$ cat src/rtl/core/tsg_pkg.sv
// Shared types and codes for the TDMA slot gate.
// No dependencies; imported by every module of the block.
package tsg_pkg;

  // Result verdict codes
  localparam logic [2:0] V_IDLE      = 3'd0;
  localparam logic [2:0] V_BLIND     = 3'd1;
  localparam logic [2:0] V_SEND      = 3'd2;
  localparam logic [2:0] V_WAIT_SYNC = 3'd3;
  localparam logic [2:0] V_WAIT_SLOT = 3'd4;
  localparam logic [2:0] V_WAIT_NEXT = 3'd5;

  // Register indexes on the config port
  localparam logic [2:0] R_SYNC_TIME    = 3'd0;
  localparam logic [2:0] R_OWN_SLOT     = 3'd1;
  localparam logic [2:0] R_SLOT_LENGTH  = 3'd2;
  localparam logic [2:0] R_FRAME_LENGTH = 3'd3;
  localparam logic [2:0] R_JITTER_GUARD = 3'd4;

  // Classification made by the front end
  typedef enum logic [2:0] {
    KD_IDLE  = 3'd0,
    KD_BLIND = 3'd1,
    KD_WSYNC = 3'd3,
    KD_WSLOT = 3'd4,
    KD_FRAME = 3'd6,
    KD_PEND  = 3'd7
  } kind_t;

  // Queue geometry
  localparam int QDEPTH = 4;
  localparam int QPTR_W = 2;

  // Number of remainder steps in the back end
  localparam int DIV_STEPS = 64;

  typedef struct packed {
    logic [63:0] sync_time;
    logic [7:0]  own_slot;
    logic [31:0] slot_length;
    logic [31:0] frame_length;
    logic [31:0] jitter_guard;
  } cfg_t;

  // One classified word: a wait value or a dividend
  typedef struct packed {
    kind_t       kind;
    logic [63:0] val;
  } item_t;

  typedef struct packed {
    logic full;
    logic empty;
  } qstat_t;

endpackage

$ cat src/rtl/core/tsg_queue.sv
// Short register queue between front and back ends.
// Depends on tsg_pkg.
module tsg_queue import tsg_pkg::*; (
  input  logic   clk,
  input  logic   rst_n,
  input  logic   push,
  input  item_t  push_item,
  input  logic   pop,
  output item_t  head,
  output qstat_t qstat
);

  item_t             mem_r [QDEPTH];
  logic [QPTR_W-1:0] wp_r, rp_r;
  logic [QPTR_W:0]   cnt_r;

  assign head        = mem_r[rp_r];
  assign qstat.full  = (cnt_r == QDEPTH[QPTR_W:0]);
  assign qstat.empty = (cnt_r == '0);

  // pointers and fill
  always_ff @(posedge clk) begin
    if (!rst_n) begin
      wp_r  <= '0;
      rp_r  <= '0;
      cnt_r <= '0;
    end else begin
      if (push) wp_r <= wp_r + 1'b1;
      if (pop)  rp_r <= rp_r + 1'b1;
      if (push && !pop)      cnt_r <= cnt_r + 1'b1;
      else if (pop && !push) cnt_r <= cnt_r - 1'b1;
    end
  end

  always_ff @(posedge clk) begin
    if (push) mem_r[wp_r] <= push_item;
  end

endmodule

$ cat config.mk
export PLATFORM = sky130hd
export DESIGN_NAME = tsg_queue
export DESIGN_NICKNAME = d
export VERILOG_FILES = /design/src/rtl/core/tsg_pkg.sv /design/src/rtl/core/tsg_queue.sv
export SDC_FILE = /design/constraint.sdc
export NUM_CORES = 1
export LEC_CHECK = 0
export BUFFER_PORTS_ARGS = -buffer_cell sky130_fd_sc_hd__buf_2
export CAP_MARGIN = 0
export CORE_UTILIZATION = 33
export CTS_CLUSTER_SIZE = 10
export DETAILED_ROUTE_END_ITERATION = 7
export PLACE_DENSITY = 0.54
export SETUP_SLACK_MARGIN = 0.5
export SLEW_MARGIN = 10
export SYNTH_ARGS = -nofsm -noshare
export SYNTH_HDL_FRONTEND = slang
export SYNTH_SLANG_ARGS = --single-unit
$ cat constraint.sdc
create_clock -name clk -period 6.9 [get_ports clk]
set_clock_uncertainty 0.1 [all_clocks]
set_input_delay 0.345 -clock clk [delete_from_list [all_inputs] [get_ports clk]]
set_output_delay 0.345 -clock clk [all_outputs]
set_load 0.01 [all_outputs]
==> Word level (Yosys, flattened, before mapping) <==
Memory sizes are Yosys's and may differ from the RTL's. A register that Yosys moved wholly into a read port is not among the register bits.
Index checks and enable logic that the tools add are counted.
{ "totals": {"register_bits": 7, "memories": 1, "ramBits": 268, "in_bits": 71, "word_cells": 21, "output_inout_bits": 69} }
{ "memory_table": {"columns": ["memory", "depth", "width", "rd", "rd_ports_with_merged_regs", "wr", "line", "rtl"], "rows": [
  ["mem_r", 4, 67, 1, 1, 1, "tsg_queue.sv:13", "item_t mem_r [QDEPTH];"]
]} }
{ "classes": {"n_reduce_logical": 6, "addsub": 4, "eq_ne": 1, "muxes": 6} }
{ "ops": {"columns": ["cell", "count"], "rows": [
  ["$mux 3", 2],
  ["$add 2x1->2 const B", 2],
  ["$mux 2", 2],
  ["$add 3x1->3 const B", 1],
  ["$eq 3x3->1 const B", 1],
  ["$logic_not 3->1", 1],
  ["$sub 3x1->3 const B", 1],
  ["$logic_and 1x1->1", 2],
  ["$logic_not 1->1", 2],
  ["$mux 1", 2],
  ["$reduce_bool 2->1", 1]
]} }

==> Depth between registers and ports, before layout <==
{ "logic_depth": {"ltp_word": 4, "ltp_mapped": 7, "mapped_depth_nobuf": 7} }

==> Worst setup path after synthesis <==
OpenSTA, ideal clock, no wires.
{ "synth_timing": {"path_type": "reg2reg", "from": "register wp_r[0]", "to": "memory mem_r[0][0] in the netlist's numbering, enable pin", "n_path_buf": 0, "t_arrival_ns": 2.113, "setup_time_ns": 0.432, "setup_slack_ns": 4.255, "required_ns": 6.368, "path_stages_with_launch": 4, "period_less_slack_ns": 2.645, "path_cell_list": "dfxtp_1 > inv_1 > ha_1 > and2_1"} }
{ "synth_lines": {"columns": ["element", "line", "rtl"], "rows": [
  ["from (decl)", "tsg_queue.sv:14", "logic [QPTR_W-1:0] wp_r, rp_r;"],
  ["from (signal assigned)", "tsg_queue.sv:28", "if (push) wp_r <= wp_r + 1'b1;"],
  ["to (decl)", "tsg_queue.sv:13", null]
]} }
No word-level cell before the write port.

==> Flow_metrics.wiki <==
{| class="wikitable"
! Metric !! Value
|-
| Clk Tree Root Cell || sky130_fd_sc_hd__clkbuf_16
|-
| Proportion of synthesized flip-flops having asynchronous set or reset || 0%
|-
| Detail Route Antenna Nets || 0
|-
| Number of cells in the finished layout apart from fillers || about 1000
|-
| Filler Cells Inserted || 2622
|-
| Detailed Route Iter0 Violations || 261
|-
| Final Power || roughly 3.7 mW
|-
| Relative contribution of sequential cells to total power || approximately 53%
|-
| CP endpoint kind || primary output
|-
| Maximum number of pins on one net before global-route repair || between 60 and 70
|-
| Core ar. || approximately 30000 sq um
|-
| Count of pins on the block boundary || 140
|-
| Number of different library cells in the post-synthesis netlist || 22
|-
| Fin nets || roughly 700
|-
| Area growth syn-to-layout || 25.4%
|-
| Source-to-sink clock delay at the later pin of the worst-skew pair || between 0.5 and 0.6 ns
|-
| Worst hold path stage count || 3
|-
| Wire length after detailed routing || just under 20 mm
|-
| Crit start category || flop
|-
| Synthesized-area fraction occupied by xor and xnor cells || less than 1%
|-
| Hold WS || around 0.09 ns
|-
| Worst Max-Slew Pin Slew || around 1.1 ns
|-
| Die X || about 180 um
|-
| Maximum Capacitance Violations || 0
|-
| Area fraction in and, or, nand and nor cells after synthesis || less than 1%
|-
| Power density relative to cell area || around 290 nW/um^2
|-
| VDD IR-drop max || 0.189 mV
|-
| R2r startpoint || wp_r[0]
|-
| Share of power burned in combinational logic || a little under a tenth
|-
| Cells after synthesis || 393
|-
| Cell chain of the critical path || buf_4 > mux4_2 > buf_2
|-
| Share of the cycle needed by the critical path after routing || between 40% and 50%
|-
| Remaining design rule violation count || 0
|-
| Total vias in the final route || between 4000 and 5000
|-
| Number of warnings reported in the yosys synthesis log || 0
|-
| Detail Placement HPWL || a little over 10 mm
|-
| Cell taking the most area after synthesis || sky130_fd_sc_hd__edfxtp_1
|-
| Initial cell density of the core || 33.9%
|-
| Setup Viol. Count Final || 0
|-
| Outcome || finished, final reports clean
|-
| Sw frac || 21.5%
|-
| Post-Syn Area per Cell || ~26 sq um
|-
| Min Tclk post-route || between 3 and 4 ns
|-
| Share of the synthesized area in compound gates (AO/OA/AOI/OAI) || less than 1%
|-
| Sink Count || roughly 280
|-
| Register-to-Register Path Depth || 3
|-
| Global-route usage over all layers || around 12%
|-
| Top fanout value on the critical path || between 50 and 60
|-
| Start point of the worst min-delay path || pop
|-
| Required time of the critical path || ~6.5 ns
|-
| Fraction of synthesized cell area taken by the top area cell type || between 70% and 80%
|-
| Number of input and output port buffers inserted || roughly 140
|-
| Sequential fraction of the synthesis area || about four fifths
|-
| Delay of the slowest critical-path stage || 0.90 ns
|-
| Syn Std Cell Area || around 10000 sq um
|-
| Combinational family with the most area after synthesis || multiplexers
|-
| Crit path DAT || 2.82 ns
|-
| RSZ-0062 raised after global routing || no
|-
| DR pass1 iterations || 4
|-
| Antenna Cells || 0
|-
| Avg WL per Cell || between 15 and 20 um
|-
| Cell types occupying the most area after synthesis || sky130_fd_sc_hd__edfxtp_1 (79%), sky130_fd_sc_hd__mux4_2 (15%), sky130_fd_sc_hd__dfxtp_1 (1.8%)
|-
| First-pass GRT wire length || just under 30 mm
|-
| Clock tree buffer depth || 3
|-
| Vias in the first global route || roughly 5300
|-
| Number of placed instances with taps included || 908
|-
| Primary flip-flop cell chosen by synthesis mapping || sky130_fd_sc_hd__edfxtp_1
|-
| Slowest stage cell, crit path || sky130_fd_sc_hd__buf_4
|-
| Hold violation total from the final report || 0
|-
| Die Outline Area || approximately 31000 sq um
|-
| TritonCTS clock tree || done
|-
| Portion of total power attributed to the clock network || 37.5%
|-
| Routability congestion estimate || ~0.68
|-
| Final global-route overflow total || 0
|-
| CTS clock-pin slew for the worst setup and hold paths || 0.05 ns
|-
| Number of levels the H-tree was split into || 1
|-
| Vertical extent of the die || 177 um
|-
| Fraction of layout instances using a drive strength above 1 || about two fifths
|-
| Number of flops mapped to enable cells by yosys || around 270
|-
| Post-CTS setup buffer count || 0
|-
| Antenna violations before repair || 0
|-
| Row cnt || 63
|-
| Net switching power figure || roughly 0.8 mW
|-
| Cell internal pwr || 2.93 mW
|-
| Via/cell ratio || around 4.7
|-
| Share of synthesized area spent on multiplexers || 15.1%
|-
| Total count of max-transition violations in the final report || 0
|-
| Register bit total from synthesis || around 280
|-
| Class of the tightest hold or removal check || in -> reg
|-
| Clock buffers created by TritonCTS || 31
|-
| Standby leakage power || ~4.3 nW
|-
| Class of the most critical setup path || reg -> out
|-
| Timing-limited maximum frequency || a little over 300 MHz
|-
| Setup tns final || 0 ns
|-
| Slew HR || 26.8%
|-
| Dominant cell by count in the synthesized netlist || sky130_fd_sc_hd__edfxtp_1
|-
| Share of synthesized cell area in full adder, half adder and majority cells || less than 1%
|-
| Most instantiated cells after synthesis || sky130_fd_sc_hd__edfxtp_1 (268), sky130_fd_sc_hd__mux4_2 (67), sky130_fd_sc_hd__and2_1 (9), sky130_fd_sc_hd__dfxtp_1 (9), sky130_fd_sc_hd__ha_1 (5)
|-
| Mapped Nets || 470
|}
==> per-layer routing <==
| metal | track usage (%) | part of all wire, % | vias to the layer above |
|---|---|---|---|
| met5 | 0 | 0 | - |
| met2 | 21.4 | 49 | 130 |
| met4 | 3.67 | 2.2 | 0 |
| met1 | 15.5 | 43 | 2507 |
| li1 | - | - | 2117 |
| met3 | 3.19 | 6.3 | 35 |
==> power groups by stage <==
stage	clock network [mW]	logic, mW	registers [mW]
floorplan	0	0.223	1.99
global placement	0	0.333	2.00
detailed placement	0	0.339	2.01
CTS	1.44	0.372	1.98
global route	1.50	0.393	1.98
finish	1.40	0.360	1.97
==> through the flow <==
stage | utilization [%] | worst slack, ns | area (sq um)
2_1_floorplan | - | 4.25 | 10100
3_3_place_gp | 37.4 | 4.07 | 11200
3_5_place_dp | 37.4 | 4.04 | 11200
4_1_cts | 42.5 | 3.44 | 12700
5_1_grt | 42.5 | 3.36 | 12700
6_report | 42.5 | 3.63 | 12700
==> registers in the layout, indices dropped and copies added, names as in the netlist, named ones only <==
name   cells
cnt_r      3
wp_r       2
mem_r    268
rp_r       2
==> critical path: cells and delay by family (launching register included) <==
kind / cells / cell delay [ns]
mux: 1 / 0.64
flops: 1 / 0.54
buf+inv: 2 / 1.06
==> area by class of cell <==
class / count / area, sq um / share of cell area (%)
sequential: 277 / 8240 / 64.7
multi-input combinational: 97 / 1770 / 13.9
timing repair buffer: 208 / 1380 / 10.9
clock buffer: 45 / 828 / 6.51
tap: 390 / 488 / 3.84
inverter: 4 / 15.0 / 0.118
==> cells in the final DEF (no fill, tap or decap), drive strengths merged, types with 2 or more instances in the layout <==
master / count
edfxtp: 268
buf: 140
dlygate4sd3: 68
mux4: 67
clkbuf: 45
dfxtp: 9
and2: 9
ha: 5
inv: 4
xor2: 3
xnor2: 2
mux2i: 2
nor2b: 2
==> what timing repair did <==
action / CTS / global route
setup endpoints to repair: 0 / 0
hold buffers: 68 / 0
endpoints found under the hold margin: 270 / 0
gates resized for setup: 0 / 0
==> final timing paths <==
path,to,slack (ns)
worst max-delay path,head[23],3.63
worst min-delay path,flop,0.09
worst max register to register,mem_r[2][33],4.90
worst min register to register,cnt_r[2],0.43
==> kinds of logic after synthesis <==
group | after synthesis
flip-flops | 277
multiplexers | 69
buffers and inverters | 19
AND/OR/NAND/NOR | 15
adder cells (fa/ha/maj) | 6
XOR/XNOR | 5
AO/OA/AOI/OAI | 2
Power figures use the tool's default switching activity.
