**src/rtl/core/tsg_pkg.sv**
```systemverilog
// Shared types and codes for the TDMA slot gate.
// No dependencies; imported by every module of the block.
package tsg_pkg;

  // Result verdict codes
  localparam logic [2:0] V_IDLE      = 3'd0;
  localparam logic [2:0] V_BLIND     = 3'd1;
  localparam logic [2:0] V_SEND      = 3'd2;
  localparam logic [2:0] V_WAIT_SYNC = 3'd3;
  localparam logic [2:0] V_WAIT_SLOT = 3'd4;
  localparam logic [2:0] V_WAIT_NEXT = 3'd5;

  // Register indexes on the config port
  localparam logic [2:0] R_SYNC_TIME    = 3'd0;
  localparam logic [2:0] R_OWN_SLOT     = 3'd1;
  localparam logic [2:0] R_SLOT_LENGTH  = 3'd2;
  localparam logic [2:0] R_FRAME_LENGTH = 3'd3;
  localparam logic [2:0] R_JITTER_GUARD = 3'd4;

  // Classification made by the front end
  typedef enum logic [2:0] {
    KD_IDLE  = 3'd0,
    KD_BLIND = 3'd1,
    KD_WSYNC = 3'd3,
    KD_WSLOT = 3'd4,
    KD_FRAME = 3'd6,
    KD_PEND  = 3'd7
  } kind_t;

  // Queue geometry
  localparam int QDEPTH = 4;
  localparam int QPTR_W = 2;

  // Number of remainder steps in the back end
  localparam int DIV_STEPS = 64;

  typedef struct packed {
    logic [63:0] sync_time;
    logic [7:0]  own_slot;
    logic [31:0] slot_length;
    logic [31:0] frame_length;
    logic [31:0] jitter_guard;
  } cfg_t;

  // One classified word: a wait value or a dividend
  typedef struct packed {
    kind_t       kind;
    logic [63:0] val;
  } item_t;

  typedef struct packed {
    logic full;
    logic empty;
  } qstat_t;

endpackage

```
**src/rtl/core/tsg_front.sv**
```systemverilog
// Front end: accepts time samples and classifies them in three stages.
// Depends on tsg_pkg.
module tsg_front import tsg_pkg::*; #(
  parameter int SLOT_INDEX_BITS = 8
) (
  input  logic        clk,
  input  logic        rst_n,
  input  cfg_t        cfg,
  input  logic        in_valid,
  output logic        in_ready,
  input  logic [63:0] now_ns,
  input  logic        msg,
  input  qstat_t      qstat,
  output logic        push,
  output item_t       push_item
);

  localparam int IDX_W  = (SLOT_INDEX_BITS < 8) ? SLOT_INDEX_BITS : 8;
  localparam int SPAN_W = IDX_W + 32;

  logic              en;
  logic              v1_r, v2_r, v3_r;
  logic [63:0]       now1_r, now2_r;
  logic              msg1_r;
  logic [SPAN_W-1:0] span1_r;
  logic [64:0]       sum;
  logic [63:0]       start2_r;
  kind_t             kind2_r, kind3_r;
  logic [63:0]       dsync2_r, val3_r;
  kind_t             kind2_nxt, kind3_nxt;
  logic [63:0]       val3_nxt;

  // whole front stalls only when its last word cannot enter the queue
  assign en       = !(v3_r && qstat.full);
  assign in_ready = en;
  assign push     = v3_r && en;
  assign push_item = '{kind: kind3_r, val: val3_r};

  assign sum = {1'b0, cfg.sync_time} + {{(65-SPAN_W){1'b0}}, span1_r};

  // stage 2 classification
  always_comb begin
    if (!msg1_r) kind2_nxt = KD_IDLE;
    else if (cfg.sync_time == 64'd0) kind2_nxt = KD_BLIND;
    else if (now1_r < cfg.sync_time) kind2_nxt = KD_WSYNC;
    else kind2_nxt = KD_PEND;
  end

  // stage 3 classification
  always_comb begin
    kind3_nxt = kind2_r;
    val3_nxt  = 64'd0;
    case (kind2_r)
      KD_WSYNC: val3_nxt = dsync2_r;
      KD_PEND: begin
        if (now2_r < start2_r) begin
          kind3_nxt = KD_WSLOT;
          val3_nxt  = start2_r - now2_r;
        end else begin
          kind3_nxt = KD_FRAME;
          val3_nxt  = now2_r - start2_r;
        end
      end
      default: val3_nxt = 64'd0;
    endcase
  end

  // valid chain
  always_ff @(posedge clk) begin
    if (!rst_n) begin
      v1_r <= 1'b0;
      v2_r <= 1'b0;
      v3_r <= 1'b0;
    end else if (en) begin
      v1_r <= in_valid;
      v2_r <= v1_r;
      v3_r <= v2_r;
    end
  end

  // payload stages
  always_ff @(posedge clk) begin
    if (en) begin
      now1_r   <= now_ns;
      msg1_r   <= msg;
      span1_r  <= SPAN_W'(cfg.own_slot[IDX_W-1:0]) * SPAN_W'(cfg.slot_length);
      now2_r   <= now1_r;
      start2_r <= sum[64] ? {64{1'b1}} : sum[63:0];
      dsync2_r <= cfg.sync_time - now1_r;
      kind2_r  <= kind2_nxt;
      kind3_r  <= kind3_nxt;
      val3_r   <= val3_nxt;
    end
  end

endmodule

```
**config.mk**
```make
export PLATFORM = sky130hd
export DESIGN_NAME = tsg_front
export DESIGN_NICKNAME = d
export VERILOG_FILES = /design/src/rtl/core/tsg_pkg.sv /design/src/rtl/core/tsg_front.sv
export SDC_FILE = /design/constraint.sdc
export NUM_CORES = 2
export LEC_CHECK = 0
export ABC_AREA = 0
export BUFFER_PORTS_ARGS = -buffer_cell sky130_fd_sc_hd__buf_2
export CAP_MARGIN = 20
export CORE_AREA = 10 10 313 315
export CTS_BUF_LIST = sky130_fd_sc_hd__clkbuf_4 sky130_fd_sc_hd__clkbuf_8 sky130_fd_sc_hd__clkbuf_16
export DETAILED_ROUTE_END_ITERATION = 7
export DIE_AREA = 0 0 323 325
export GPL_TIMING_DRIVEN = 0
export PLACE_DENSITY = 0.58
export SKIP_LAST_GASP = 1
export SLEW_MARGIN = 20
export SYNTH_ARGS = -nofsm -noshare
export SYNTH_HDL_FRONTEND = slang
export SYNTH_SLANG_ARGS = --single-unit
```
**constraint.sdc**
```tcl
create_clock -name clk -period 14.3 [get_ports clk]
set_input_delay 2.86 -clock clk [delete_from_list [all_inputs] [get_ports clk]]
set_output_delay 2.86 -clock clk [all_outputs]
set_load 0.05 [all_outputs]
```
Yosys cells after proc, flatten, opt, wreduce, memory -nomap -nowiden
Index checks and enable logic that the tools add are counted.
{"block": "totals", "regBits": 370, "latchBits": 0, "mem_bits_rw": 0, "rom_bits": 0, "output_inout_bits": 69, "wordCells": 34, "n_memories": 0}
{"block": "classes", "add_sub_neg": 4, "n_mul": 1, "n_div": 0, "n_lt_le_gt_ge": 2, "n_eq_ne": 2, "n_shift": 0, "n_mux": 6, "bitwise": 1, "n_reduce_logical": 5}
{"operator": "$sub A64 B64 Y64", "count": 3}
{"operator": "$lt A64 B64 Y1", "count": 2}
{"operator": "$pmux W64 S2", "count": 1}
{"operator": "$add A64 B40 Y65", "count": 1}
{"operator": "$logic_not A64 Y1", "count": 1}
{"operator": "$mux W64", "count": 1}
{"operator": "$mul A8 B32 Y40", "count": 1}
{"operator": "$mux W3", "count": 2}
{"operator": "$eq A3 B2 Y1 const B", "count": 1}
{"operator": "$eq A3 B3 Y1 const B", "count": 1}
{"operator": "$logic_and A1 B1 Y1", "count": 2}
{"operator": "$mux W2", "count": 1}
{"operator": "$reduce_or A2 Y1", "count": 1}
{"operator": "$logic_not A1 Y1", "count": 1}
{"operator": "$mux W1", "count": 1}
{"operator": "$not A1 Y1", "count": 1}

Logic depth before layout (Yosys ltp)
{"block": "depth", "word_depth": 3, "ltp_mapped": 21, "mapped_depth_nobuf": 20}

Least setup slack after synthesis
OpenSTA, ideal clock, no wires.
{"block": "synth_timing", "path_kind": "in2out", "startpoint": "in qstat[1] (netlist bit)", "endpoint": "out in_ready", "t_arrival_ns": 10.902, "required_time_ns": 11.440, "path_slack_ns": 0.538, "stages": 1, "n_path_buf": 0, "path_cell_list": "nand2_1"}
{"block": "synth_between", "elab_chain_cells": 2}
{"item": "from (decl)", "line": "tsg_front.sv:13", "rtl": "input qstat_t qstat,"}
{"item": "$logic_and A1 B1 Y1", "line": "tsg_front.sv:34", "rtl": "assign en = !(v3_r && qstat.full);"}
{"item": "$logic_not A1 Y1", "line": "tsg_front.sv:34"}
{"item": "to (decl)", "line": "tsg_front.sv:10", "rtl": "output logic in_ready,"}
Every way passes these cells.

Final worst setup path
{"block": "layout_timing", "startpoint": "in cfg[100] (netlist bit)", "endpoint": "reg span1_r[39] (data pin)"}
{"block": "layout_between", "elab_chain_cells": 1}
{"item": "from (decl)", "line": "tsg_front.sv:8", "rtl": "input cfg_t cfg,"}
{"item": "$mul A8 B32 Y40", "line": "tsg_front.sv:86", "rtl": "span1_r <= SPAN_W'(cfg.own_slot[IDX_W-1:0]) * SPAN_W'(cfg.slot_length);"}
{"item": "to (signal assigned)", "line": "tsg_front.sv:86"}
{"item": "to (decl)", "line": "tsg_front.sv:25", "rtl": "logic [SPAN_W-1:0] span1_r;"}
Every way passes these cells.
A chain may end at the register's enable or synchronous reset.

==> run_results.csv <==
group,metric,value,unit
worst_setup_path,cp-end-kind,"register",
worst_setup_path,cp_data_required_time,14.64,ns
global_route,gr-max-usage-layer,"met2",
logic_synthesis,yosysSeqAreaShare,32.07,%
timing,timing.final.crit_share,59.26,%
timing,tns,0,ns
timing,setup_viol,0,
logic_synthesis,synth-compound-area-share,18.37,%
power_and_ir_drop,power.density,170.3,mW/mm^2
power_and_ir_drop,leakagePower,17.43,nW
global_route,grt_pass1_wl,179200,um
global_route,use_met1,29.98,%
timing,slew_violations,0,
logic_synthesis,yosys.cell_types.count,82,
power_and_ir_drop,pwr-share-comb,57.8,%
logic_synthesis,synth_area_per_cell,9.098,sq um
worst_setup_path,crit_arrival,8.82,ns
logic_synthesis,yosysWarnings,0,
worst_setup_path,path_cells,"buf_2 -> clkbuf_1 -> nand2_1 -> fa_1 -> fa_1 -> inv_1 -> fa_1 -> inv_1 -> fa_1 -> inv_1 -> ha_1 -> o21ai_0 -> a211oi_1 -> o2111ai_1 -> nand3_1 -> a41oi_1 -> o311ai_0 -> a31oi_1 -> o21ai_0 -> a21oi_1 -> xnor2_1",
flow_run,cap_violations,0,
global_route,grt_overflow,0,
cells_and_area,regArea,0.01108,sq mm
timing,min_period,8.474,ns
min_path,min_path_type,"reg2reg",
timing,fin_ws,5.826,ns
logic_synthesis,yosysTopAreaCell,"edfxtp_1",
die,die_w,323,um
cells_and_area,nFillCells,9202,
cells_and_area,final_cell_mix,"inv_1, nand2_1, edfxtp_1",
worst_setup_path,start_kind,"primary input",
timing,slew_headroom,18.36,%
global_route,use_met3,3.020,%
power_and_ir_drop,seq_power_share,25.5,%
clocking,clock_latency,0.61,ns
clocking,ctsResizeCount,0,
global_route,grt_max_degree,57,
place,io_buffers,239,
worst_setup_path,critical_path_peak_fanout,10,
place,dpl.hpwl,99250,um
power_and_ir_drop,max-vdd-ir-drop,0.08176,mV
place,pre_cts_slack,5.164,ns
cells_and_area,finalCoreUtilization,42.49,%
worst_setup_path,worstSetupStartpoint,"cfg[100]",
clocking,clk_pin_slew,0.06,ns
logic_synthesis,synth_edf_count,367,
detailed_routing,ant_nets,0,
die,die_y,325,um
logic_synthesis,synthMuxAreaShare,0.8183,%
logic_synthesis,synth_adder_area_share,21.20,%
power_and_ir_drop,pwr-share-clk,16.7,%
place,gp_congestion,0.9713,
worst_setup_path,max_stage_delay,0.61,ns
cells_and_area,fin_nets,4803,
cells_and_area,drive_gt1_share,9.803,%
worst_setup_path,cp_common_cell,"fa_1",
clocking,cts_setup_buffers,0,
detailed_routing,wl_per_cell,22.65,um
power_and_ir_drop,report.power.total,6.614,mW
logic_synthesis,async_reset_ff_share,0,%
die,core_area,0.09139,sq mm
logic_synthesis,netlist_top_cells_area,"edfxtp_1, fa_1, ha_1",
detailed_routing,drc_errors,0,
clocking,cts_tree,"built",
power_and_ir_drop,swShare,45.54,%
die,dieArea,0.1050,sq mm
cells_and_area,multi_input_area,0.02124,sq mm
cells_and_area,layout_commonest_cell,"inv_1",
worst_setup_path,rr_startpoint,"span1_r[0]$_DFFE_PN_",
min_path,min-delay-start,"now1_r[42]$_DFFE_PN_",
clocking,htree_levels,2,
clocking,cts-buffers-inserted,43,
timing,grt_setup_unrepaired,"false",
logic_synthesis,yosys.area_share.simple,16.26,%
detailed_routing,drtPass1Iterations,5,
logic_synthesis,synth_xor_area_share,4.740,%
timing,skew,0.03799,ns
logic_synthesis,syn_area,0.03455,sq mm
timing,finalHoldViolations,0,
logic_synthesis,synth_nets,4511,
timing,max_freq,118.0,MHz
detailed_routing,wl,120200,um
outcome,run_status,"completed",
power_and_ir_drop,p_sw,3.012,mW
die,rows,111,
logic_synthesis,ys.flop_type,"edfxtp_1",
clocking,root_buffer,"clkbuf_16",
timing,worst_pin_slew,1.213,ns
detailed_routing,num_vias,28950,
global_route,grtUsageMet2,36.62,%
die,num_io_pins,307,
clocking,cts_buffer_depth,3,
logic_synthesis,synth_top_area_share,31.89,%
logic_synthesis,synth_top_family_by_area,"adder cells",
global_route,antenna_found_initial,17,
logic_synthesis,ys_seq_elements,370,
cells_and_area,syn_to_final_growth,12.37,%
worst_setup_path,slowest_stage,"clkbuf_1",
detailed_routing,drtIter0Drc,2437,
global_route,grt_pass1_vias,28600,
logic_synthesis,synth_cells,3798,
clocking,hold_buffers,0,
clocking,cts_sinks,370,
global_route,grt_usage,22.30,%
die,initial_core_util,37.81,%
detailed_routing,via_per_inst,5.454,
worst_setup_path,criticalPathCategory,"in2reg",
power_and_ir_drop,internal-power,3.602,mW
[stage by stage]
step	std cells	instance area, sq um	hold WS, ns
after floorplan	3798	34550	0.4264
after global placement	5223	37230	0.4327
after detailed placement	5231	37450	0.4338
after CTS	5307	38820	0.4480
after global routing	5307	38830	0.4553
final	5308	38830	0.4454
[area by class of cell]
cell class / count / share of cell area [%]
multi-input cells: 2851 / 54.70
diodes: 1 / 0.006445
clock inverters: 27 / 0.6413
flip-flops and latches: 370 / 28.54
repair buffers: 247 / 3.577
well taps: 1186 / 3.822
plain buffers: 152 / 1.721
inverters: 425 / 4.109
clock buffers: 49 / 2.887
[worst max-delay path, delay by kind of cell]
kind,cells,cell delay (ns)
adders and majority gates,5,2.32
buffers and inverters,5,0.88
AOI/OAI and AO/OA,8,2.28
and+or+nand+nor,2,0.33
xor gates and xnor gates,1,0.13
[power groups by stage]
stage	clock network [mW]	registers, mW	logic (mW)
4_1_cts	1.13	1.69	3.79
2_1_floorplan	0	1.78	2.66
3_3_place_gp	0	1.72	3.75
5_1_grt	1.17	1.71	4.25
6_report	1.10	1.68	3.82
3_5_place_dp	0	1.71	3.77
[cell families (layout without fill, tap and decap cells)]
logic type,after synthesis,after routing
mux,27,27
xor+xnor,187,187
compound gates,1031,1031
other cells,0,1
fa+ha+maj,475,475
simple gates,1131,1131
flops,370,370
buf+inv,577,900
[Yosys cell counts (22+ instances only)]
library cell  count
inv_1           425
nand2_1         374
edfxtp_1        367
a21oi_1         341
ha_1            291
o21ai_0         256
and2_1          219
fa_1            184
nor2_1          183
xnor2_1         124
a21o_1          110
clkbuf_1        108
nand4_1          75
xor2_1           63
nand3_1          62
o21bai_1         60
nor3_1           43
a211oi_1         38
a31oi_1          38
nor4_1           32
and3_1           31
o21a_1           31
nand2b_1         30
nor2b_1          26
buf_2            24
o31ai_1          22
[final timing paths]
path | slack (ns) | to | depth (start not counted)
hold / removal | 0.45 | now2_r[42]$_DFFE_PN_ | 0
setup / recovery | 5.83 | span1_r[39]$_DFFE_PN_ | 21
setup reg to reg | 8.47 | start2_r[7]$_SDFFCE_PP1N_ | 14
hold reg to reg | 0.45 | now2_r[42]$_DFFE_PN_ | 0
[per-layer routing]
| layer | vias to the layer above | wire (um) |
|---|---|---|
| met2 | 896 | 55290 |
| met3 | 203 | 7195 |
| li1 | 13940 | - |
| met1 | 13890 | 53070 |
| met4 | 24 | 4541 |
| met5 | - | 131 |
[sequential cells by signal, indices dropped and copies added, names as in the netlist]
register / cells
kind2_r: 3
now1_r: 64
dsync2_r: 64
span1_r: 40
val3_r: 64
now2_r: 64
v3_r: 1
msg1_r: 1
v1_r: 1
start2_r: 64
kind3_r: 3
v2_r: 1
(Power assumes the default switching activity.)
